<file path="src/rtl/sec_pkg.sv">
`default_nettype none

package sec_pkg;

  // Default widths of the sample and the counter.
  localparam int SAMPLE_WIDTH_DEF = 16;
  localparam int COUNT_WIDTH_DEF  = 32;

  // Configuration port geometry.
  localparam int KIND_WIDTH      = 3;
  localparam int CFG_INDEX_WIDTH = 2;

  // Counting kinds selected by the count_kind register.
  typedef enum logic [KIND_WIDTH-1:0] {
    KIND_LEAVE_ZERO = 3'd0,
    KIND_MAXIMA     = 3'd1,
    KIND_MINIMA     = 3'd2,
    KIND_ANY_CROSS  = 3'd3,
    KIND_RISING     = 3'd4,
    KIND_FALLING    = 3'd5
  } kind_t;

  // Register indexes on the configuration port.
  typedef enum logic [CFG_INDEX_WIDTH-1:0] {
    REG_COUNT_KIND = 2'd0,
    REG_COUNT_MIN  = 2'd1,
    REG_COUNT_MAX  = 2'd2
  } cfg_reg_t;

  // Control of the item held in the input stage.
  typedef struct packed {
    logic valid;  // an item is held
    logic fire;   // the held item is processed in this cycle
    logic mode;   // 1: reset-channel sample, 0: data sample
    logic level;  // the held sample is nonzero
  } item_ctl_t;

endpackage

`default_nettype wire

</file>
<file path="src/rtl/sec_cfg_regs.sv">
`default_nettype none

module sec_cfg_regs
  import sec_pkg::*;
#(
  parameter int COUNT_WIDTH = COUNT_WIDTH_DEF,
  parameter int CFG_WIDTH   = COUNT_WIDTH
) (
  input  wire logic                       clk,
  input  wire logic                       rst_n,
  input  wire logic                       cfg_valid,
  output logic                            cfg_ready,
  input  wire logic [CFG_INDEX_WIDTH-1:0] cfg_index,
  input  wire logic [CFG_WIDTH-1:0]       cfg_data,
  output logic [KIND_WIDTH-1:0]           count_kind,
  output logic [COUNT_WIDTH-1:0]          count_min,
  output logic [COUNT_WIDTH-1:0]          count_max
);

  logic [KIND_WIDTH-1:0]  kind_r;
  logic [COUNT_WIDTH-1:0] min_r;
  logic [COUNT_WIDTH-1:0] max_r;
  logic                   wr;

  // Writes are always taken; an unknown index is dropped.
  assign cfg_ready = 1'b1;
  assign wr        = cfg_valid && cfg_ready;

  always_ff @(posedge clk) begin
    if (!rst_n) begin
      kind_r <= KIND_LEAVE_ZERO;
      min_r  <= '0;
      max_r  <= '1;
    end else if (wr) begin
      unique case (cfg_reg_t'(cfg_index))
        REG_COUNT_KIND: kind_r <= cfg_data[KIND_WIDTH-1:0];
        REG_COUNT_MIN:  min_r  <= cfg_data[COUNT_WIDTH-1:0];
        REG_COUNT_MAX:  max_r  <= cfg_data[COUNT_WIDTH-1:0];
        default: ;
      endcase
    end
  end

  assign count_kind = kind_r;
  assign count_min  = min_r;
  assign count_max  = max_r;

endmodule

`default_nettype wire

</file>
<file path="src/rtl/sec_in_stage.sv">
`default_nettype none

module sec_in_stage
  import sec_pkg::*;
#(
  parameter int SAMPLE_WIDTH = SAMPLE_WIDTH_DEF,
  parameter int IN_DATA_WIDTH = ((SAMPLE_WIDTH + 7) / 8) * 8
) (
  input  wire logic                     clk,
  input  wire logic                     rst_n,
  input  wire logic                     in_tvalid,
  output logic                          in_tready,
  input  wire logic [IN_DATA_WIDTH-1:0] in_tdata,
  input  wire logic                     in_tuser,
  input  wire logic                     take,
  output item_ctl_t                     ctl,
  output logic [SAMPLE_WIDTH-1:0]       value
);

  logic                    valid_r;
  logic                    valid_nxt;
  logic                    mode_r;
  logic [SAMPLE_WIDTH-1:0] value_r;
  logic                    fire;
  logic                    accept;

  // A reset-channel sample needs no result slot; a data sample waits for one.
  assign fire      = valid_r && (mode_r || take);
  assign in_tready = !valid_r || fire;
  assign accept    = in_tvalid && in_tready;

  always_comb begin
    valid_nxt = valid_r;
    if (accept) begin
      valid_nxt = 1'b1;
    end else if (fire) begin
      valid_nxt = 1'b0;
    end
  end

  always_ff @(posedge clk) begin
    if (!rst_n) begin
      valid_r <= 1'b0;
    end else begin
      valid_r <= valid_nxt;
    end
  end

  // Payload of the accepted transaction.
  always_ff @(posedge clk) begin
    if (accept) begin
      mode_r  <= in_tuser;
      value_r <= in_tdata[SAMPLE_WIDTH-1:0];
    end
  end

  assign ctl.valid = valid_r;
  assign ctl.fire  = fire;
  assign ctl.mode  = mode_r;
  assign ctl.level = (value_r != '0);
  assign value     = value_r;

endmodule

`default_nettype wire

</file>
<file path="src/rtl/sec_detect.sv">
`default_nettype none

module sec_detect
  import sec_pkg::*;
#(
  parameter int SAMPLE_WIDTH = SAMPLE_WIDTH_DEF
) (
  input  wire logic                    clk,
  input  wire logic                    rst_n,
  input  wire item_ctl_t               ctl,
  input  wire logic [SAMPLE_WIDTH-1:0] value,
  input  wire logic [KIND_WIDTH-1:0]   count_kind,
  output logic                         hit
);

  logic [SAMPLE_WIDTH-1:0] prev_r;
  logic [SAMPLE_WIDTH-1:0] prev_nxt;
  logic [SAMPLE_WIDTH-1:0] older_r;
  logic [SAMPLE_WIDTH-1:0] older_nxt;
  logic                    hit_kind;
  logic                    data_fire;
  logic                    prev_neg;
  logic                    new_neg;

  assign data_fire = ctl.fire && !ctl.mode;
  assign prev_neg  = prev_r[SAMPLE_WIDTH-1];
  assign new_neg   = value[SAMPLE_WIDTH-1];

  // Event test and history update for the selected kind.
  always_comb begin
    hit_kind  = 1'b0;
    prev_nxt  = prev_r;
    older_nxt = older_r;
    unique case (kind_t'(count_kind))
      KIND_LEAVE_ZERO: begin
        hit_kind = (prev_r == '0) && (value != '0);
        prev_nxt = value;
      end
      KIND_MAXIMA: begin
        hit_kind  = ($signed(older_r) < $signed(prev_r)) &&
                    ($signed(value) < $signed(prev_r));
        older_nxt = prev_r;
        prev_nxt  = value;
      end
      KIND_MINIMA: begin
        hit_kind  = ($signed(prev_r) < $signed(older_r)) &&
                    ($signed(prev_r) < $signed(value));
        older_nxt = prev_r;
        prev_nxt  = value;
      end
      KIND_ANY_CROSS: begin
        hit_kind = prev_neg != new_neg;
        prev_nxt = value;
      end
      KIND_RISING: begin
        hit_kind = prev_neg && !new_neg;
        prev_nxt = value;
      end
      KIND_FALLING: begin
        hit_kind = !prev_neg && new_neg;
        prev_nxt = value;
      end
      default: ;
    endcase
  end

  always_ff @(posedge clk) begin
    if (!rst_n) begin
      prev_r  <= '0;
      older_r <= '0;
    end else if (data_fire) begin
      prev_r  <= prev_nxt;
      older_r <= older_nxt;
    end
  end

  assign hit = data_fire && hit_kind;

endmodule

`default_nettype wire

</file>
<file path="src/rtl/sec_counter.sv">
`default_nettype none

module sec_counter
  import sec_pkg::*;
#(
  parameter int COUNT_WIDTH = COUNT_WIDTH_DEF
) (
  input  wire logic                   clk,
  input  wire logic                   rst_n,
  input  wire item_ctl_t              ctl,
  input  wire logic                   hit,
  input  wire logic [COUNT_WIDTH-1:0] count_min,
  input  wire logic [COUNT_WIDTH-1:0] count_max,
  output logic                        take,
  output logic                        out_tvalid,
  input  wire logic                   out_tready,
  output logic [COUNT_WIDTH-1:0]      out_count
);

  logic [COUNT_WIDTH-1:0] count_r;
  logic [COUNT_WIDTH-1:0] count_nxt;
  logic [COUNT_WIDTH-1:0] count_inc;
  logic                   seen_r;
  logic                   out_valid_r;
  logic [COUNT_WIDTH-1:0] out_count_r;
  logic                   data_fire;
  logic                   reset_fire;
  logic                   over;

  // The result register is free when empty or being emptied.
  assign take       = !out_valid_r || out_tready;
  assign data_fire  = ctl.fire && !ctl.mode;
  assign reset_fire = ctl.fire && ctl.mode;

  // Increment, then wrap to the minimum on carry-out or when above the maximum.
  always_comb begin
    over      = hit && (count_r == '1);
    count_inc = hit ? count_r + 1'b1 : count_r;
    if (over || (count_inc > count_max)) begin
      count_nxt = count_min;
    end else begin
      count_nxt = count_inc;
    end
  end

  always_ff @(posedge clk) begin
    if (!rst_n) begin
      count_r <= '0;
      seen_r  <= 1'b0;
    end else if (data_fire) begin
      count_r <= count_nxt;
    end else if (reset_fire) begin
      if (!seen_r && ctl.level) begin
        count_r <= count_min;
      end
      seen_r <= ctl.level;
    end
  end

  // Result register.
  always_ff @(posedge clk) begin
    if (!rst_n) begin
      out_valid_r <= 1'b0;
    end else if (data_fire) begin
      out_valid_r <= 1'b1;
    end else if (out_tready) begin
      out_valid_r <= 1'b0;
    end
  end

  always_ff @(posedge clk) begin
    if (data_fire) begin
      out_count_r <= count_nxt;
    end
  end

  assign out_tvalid = out_valid_r;
  assign out_count  = out_count_r;

endmodule

`default_nettype wire

</file>
<file path="src/rtl/signal_event_counter.sv">
`default_nettype none

// Event counter over a stream of signed samples. It takes one sample per
// clock while the result register is free or being emptied, and returns
// the count through the input register and then the result register. The
// count update compares, increments and wraps combinationally, so that each
// sample sees the count the previous one left. A sample
// with in_tuser high belongs to the reset channel: it returns nothing, and a
// change of that channel from zero to nonzero reloads the count with
// count_min. count_kind selects leaving zero, local maxima, local minima,
// any, rising or falling zero crossings; codes 6 and 7 count nothing. The
// count wraps to count_min when it passes count_max or carries out of its
// width. Configuration is always accepted but is meant to change only while
// the block is idle.
module signal_event_counter
  import sec_pkg::*;
#(
  parameter int SAMPLE_WIDTH = SAMPLE_WIDTH_DEF,
  parameter int COUNT_WIDTH  = COUNT_WIDTH_DEF,
  localparam int IN_DATA_WIDTH  = ((SAMPLE_WIDTH + 7) / 8) * 8,
  localparam int OUT_DATA_WIDTH = ((COUNT_WIDTH + 7) / 8) * 8,
  localparam int CFG_WIDTH = (COUNT_WIDTH > KIND_WIDTH) ? COUNT_WIDTH : KIND_WIDTH
) (
  input  wire logic                       clk,
  input  wire logic                       rst_n,
  // Sample channel.
  input  wire logic                       in_tvalid,
  output logic                            in_tready,
  input  wire logic [IN_DATA_WIDTH-1:0]   in_tdata,   // value, zero padded
  input  wire logic                       in_tuser,   // mode
  // Result channel.
  output logic                            out_tvalid,
  input  wire logic                       out_tready,
  output logic [OUT_DATA_WIDTH-1:0]       out_tdata,  // count, zero padded
  // Configuration write channel.
  input  wire logic                       cfg_valid,
  output logic                            cfg_ready,
  input  wire logic [CFG_INDEX_WIDTH-1:0] cfg_index,
  input  wire logic [CFG_WIDTH-1:0]       cfg_data
);

  item_ctl_t               ctl;
  logic [SAMPLE_WIDTH-1:0] value;
  logic [KIND_WIDTH-1:0]   count_kind;
  logic [COUNT_WIDTH-1:0]  count_min;
  logic [COUNT_WIDTH-1:0]  count_max;
  logic [COUNT_WIDTH-1:0]  out_count;
  logic                    take;
  logic                    hit;

  sec_cfg_regs #(
    .COUNT_WIDTH (COUNT_WIDTH),
    .CFG_WIDTH   (CFG_WIDTH)
  ) u_cfg (
    .clk        (clk),
    .rst_n      (rst_n),
    .cfg_valid  (cfg_valid),
    .cfg_ready  (cfg_ready),
    .cfg_index  (cfg_index),
    .cfg_data   (cfg_data),
    .count_kind (count_kind),
    .count_min  (count_min),
    .count_max  (count_max)
  );

  sec_in_stage #(
    .SAMPLE_WIDTH  (SAMPLE_WIDTH),
    .IN_DATA_WIDTH (IN_DATA_WIDTH)
  ) u_in (
    .clk       (clk),
    .rst_n     (rst_n),
    .in_tvalid (in_tvalid),
    .in_tready (in_tready),
    .in_tdata  (in_tdata),
    .in_tuser  (in_tuser),
    .take      (take),
    .ctl       (ctl),
    .value     (value)
  );

  sec_detect #(
    .SAMPLE_WIDTH (SAMPLE_WIDTH)
  ) u_detect (
    .clk        (clk),
    .rst_n      (rst_n),
    .ctl        (ctl),
    .value      (value),
    .count_kind (count_kind),
    .hit        (hit)
  );

  sec_counter #(
    .COUNT_WIDTH (COUNT_WIDTH)
  ) u_counter (
    .clk        (clk),
    .rst_n      (rst_n),
    .ctl        (ctl),
    .hit        (hit),
    .count_min  (count_min),
    .count_max  (count_max),
    .take       (take),
    .out_tvalid (out_tvalid),
    .out_tready (out_tready),
    .out_count  (out_count)
  );

  assign out_tdata = OUT_DATA_WIDTH'(out_count);

  // A processed data sample always leaves a result behind.
  assert property (@(posedge clk) disable iff (!rst_n)
    (ctl.fire && !ctl.mode) |=> out_tvalid)
    else $error("data sample processed without a result");

  // A reset-channel sample never changes the count in the result register.
  assert property (@(posedge clk) disable iff (!rst_n)
    (ctl.fire && ctl.mode) |=> $stable(out_tdata))
    else $error("reset-channel sample changed the result");

  // An empty input register always takes a new transaction.
  assert property (@(posedge clk) disable iff (!rst_n)
    !ctl.valid |-> in_tready)
    else $error("input stage empty but not ready");

endmodule

`default_nettype wire
</file>
<file path="config.mk">
export PLATFORM = sky130hd
export DESIGN_NAME = signal_event_counter
export DESIGN_NICKNAME = d
export VERILOG_FILES = /design/src/rtl/sec_pkg.sv /design/src/rtl/sec_cfg_regs.sv /design/src/rtl/sec_in_stage.sv /design/src/rtl/sec_detect.sv /design/src/rtl/sec_counter.sv /design/src/rtl/signal_event_counter.sv
export SDC_FILE = /design/constraint.sdc
export NUM_CORES = 1
export LEC_CHECK = 0
export ABC_AREA = 1
export BUFFER_PORTS_ARGS = -buffer_cell sky130_fd_sc_hd__buf_2
export CAP_MARGIN = 20
export CORE_MARGIN = 5
export CORE_UTILIZATION = 40
export CTS_CLUSTER_DIAMETER = 40
export DETAILED_ROUTE_END_ITERATION = 10
export SYNTH_ARGS = -nofsm -noshare
export SYNTH_HDL_FRONTEND = slang
export SYNTH_HIERARCHICAL = 1
export SYNTH_SLANG_ARGS = --single-unit
export TNS_END_PERCENT = 50
</file>
<file path="constraint.sdc">
create_clock -name clk -period 4.75 [get_ports clk]
set_input_delay 0.95 -clock clk [delete_from_list [all_inputs] [get_ports clk]]
set_output_delay 0.95 -clock clk [all_outputs]
set_load 0.03 [all_outputs]
</file>
==> key figures <==
Detailed routing
  – Drt initial violations: roughly 700
  – Routed length per placed instance: 15.6 um
  – Met3 wire len: between 1 and 1.5 mm
  – DRT antenna net count: 0
  – Uppermost layer routed: met5
  – WL final: between 20 and 30 mm
  – First-pass DRT Iterations: 6
  – Vias: about 9200
  – Routed vias/inst: ~5
  – DR DRC count: 0
  – Met2 WL: ~14 mm
  – M1 WL: approximately 13 mm

Outcome
  – Status: finished clean

Floorplan
  – Core area: 0.0253 mm2
  – Num rows: 58
  – Die Y: between 150 and 200 um
  – Die area: 0.0291 mm2
  – Die X: around 170 um
  – IO Pins: 91
  – Starting Density: 0.408

Pwr
  – Pwr Total: around 3.5 mW
  – Sequential share of power: 0.486
  – Pwr/cell area: 285 mW/mm2
  – Logic pwr share: 0.121
  – Clock network power share: 0.394
  – Max VDD drop: 0.190 mV
  – Internal: roughly 2.6 mW
  – Sw frac: 0.275
  – Psw: 0.969 mW
  – Leakage power: roughly 5.9 nW

Synth
  – Post-Syn Nets: approximately 1500
  – YS warnings: 6
  – Cell Area, Synth: roughly 0.010 mm2
  – Post-synthesis cell count: about 1400
  – Syn Area/Cell: ~7.4 um2

GRT
  – Largest net degree at the start of global routing: 71
  – Gr usage total: 0.189
  – Total congestion overflow: 0
  – Antenna violations before repair: 1
  – First-pass GRT wire length: around 44 mm
  – Vias in the first global route: 8430

Placement
  – Final HPWL DP: just over 20 mm
  – Setup WS pre-CTS: -41.9 ps
  – IO Port Bufs: between 80 and 90
  – GP Congestion: roughly 0.9

Timing
  – Fin. max-slew vios: 0
  – Worst Skew: a little over 10 ps
  – Max Clk Rate: between 200 and 250 MHz
  – Setup_tns: 0 ps
  – Worst-margin pin slew: about 960 ps
  – Worst hold slack: 452 ps
  – Final setup violating endpoints: 0
  – Final worst-path cycle share: 0.946
  – Fin crit period: ~4500 ps
  – Fin. Hold Viols: 0
  – Final worst slack: between 200 and 300 ps
  – RSZ-0062 raised after global routing: yes
  – Max-slew headroom: 0.362

Clock network
  – Hold buffer count at CTS: 0
  – H-tree depth: 4
  – CTS Buf Count: 17
  – Clock Latency Late Sink: 440 ps
  – CTS sink count: roughly 180
  – CTS tree: yes
  – CTS max path bufs: 2
  – Root Buffer: clkbuf_16
  – Clk slew on worst S/H paths: 70 ps

Finish
  – Synth-to-layout area growth: 19.8%
  – Nets: around 1600
  – Final cell utilization of the core: 0.489
  – # diodes: 0
  – Layout cell share with drive strength beyond 1: 0.201

Worst setup path
  – FF-to-FF path depth: 39
  – Worst reg2reg setup slack: 260 ps
  – Critical Path Most Common Cell: nand2_1
  – CP Max Fanout: 8
  – CP Data Arrival Time: just under 5000 ps
  – CP startpoint: u_in/value[2]$_DFFE_PP_
  – Crit Path Class: register to register
  – Data required time at the worst endpoint: between 5000 and 6000 ps
  – CP Launch Type: register
  – RR Endpoint: u_counter/count_r[14]$_SDFFE_PN0P_
  – Worst setup EP type: register
  – Slowest cell on crit path: edfxtp_1
  – Launch point of the worst reg-to-reg path: u_in/value[2]$_DFFE_PP_
  – Slowest stage delay, CP: between 300 and 400 ps

Min path
  – HP Class: register to register
  – Min-delay src: u_detect/older_r[0]$_SDFFE_PN0P_
  – WHS Endpoint: u_detect/older_r[0]$_SDFFE_PN0P_
  – Hold path cells: 2

Run
  – Maxcap violations: 0
-- through the flow --
| stage | instance area, um2 | instances |
|---|---|---|
| floorplan | 10300 | 1399 |
| global placement | 11200 | 1796 |
| detailed placement | 11200 | 1796 |
| CTS | 11700 | 1828 |
| global route | 12400 | 1847 |
| finish | 12400 | 1847 |
-- worst max-delay path: cells and delay by family, from the launching register on --
family	cells	cell delay (ps)
compound gates	2	320
buf+inv	7	620
xor+xnor	1	180
flops	1	380
fa+ha+maj	2	570
simple gates	27	2370
-- how the worst max path moves through the flow --
stage                                                    end  slack, ps
after global placement      u_counter/out_count[2]$_DFFE_PP_         20
after detailed placement    u_counter/out_count[4]$_DFFE_PP_        -40
after CTS                 u_counter/count_r[14]$_SDFFE_PN0P_         10
after global routing      u_counter/count_r[14]$_SDFFE_PN0P_       -110
after floorplan             u_counter/out_count[8]$_DFFE_PP_         20
final                     u_counter/count_r[14]$_SDFFE_PN0P_        260
-- repair_timing --
| item | 4_1_cts | 5_1_grt |
|---|---|---|
| gates resized for setup | 0 | 106 |
| endpoints found under the setup margin | 0 | 64 |
| setup buffers | 0 | 16 |
-- per-layer routing --
| layer | track usage | up-vias |
|---|---|---|
| li1 | - | 4721 |
| met1 | 0.250 | 4224 |
| met2 | 0.324 | 227 |
| met3 | 0.0259 | 36 |
| met5 | 0 | - |
| met4 | 0.0521 | 2 |
-- final cells by class --
class | count | area [um2]
tap | 330 | 413
clock buffer | 18 | 439
fill | 2484 | 13000
timing repair buffer | 144 | 965
inverter | 235 | 890
sequential | 183 | 4180
clock inverter | 14 | 121
multi-input combinational | 923 | 5370
-- power by group through the flow --
stage          combinational (mW)  sequential [mW]  clock, mW
3_5_place_dp                0.387             1.74          0
5_1_grt                     0.480             1.72       1.48
3_3_place_gp                0.382             1.74          0
2_1_floorplan               0.255             1.74          0
4_1_cts                     0.390             1.71       1.41
6_report                    0.426             1.71       1.39
-- cells in the final DEF, fill, tap and decap left out, drive strengths merged, types with 2 or more instances in the layout --
| cell | n |
|---|---|
| o21ai | 58 |
| nor3 | 19 |
| nor2 | 127 |
| a32o | 2 |
| inv | 236 |
| o21a | 16 |
| nand3 | 94 |
| nor4 | 7 |
| ha | 66 |
| o31ai | 2 |
| dfxtp | 134 |
| o22ai | 14 |
| and2 | 2 |
| nand2 | 337 |
| buf | 141 |
| clkinv | 11 |
| nand4 | 49 |
| xnor2 | 2 |
| xor2 | 23 |
| a21o | 3 |
| clkbuf | 21 |
| edfxtp | 49 |
| a21oi | 96 |
-- state kept, by name (all words and copies together), names as in the netlist --
register,flops
u_counter/count_r,32
u_counter/seen_r,1
u_in/mode_r,1
u_cfg/count_min,32
u_detect/older_r,16
u_in/value,16
u_counter/out_count,32
u_counter/out_tvalid,1
u_cfg/count_kind,3
u_detect/prev_r,16
u_cfg/count_max,32
u_in/valid_r,1
(Power assumes the default switching activity.)
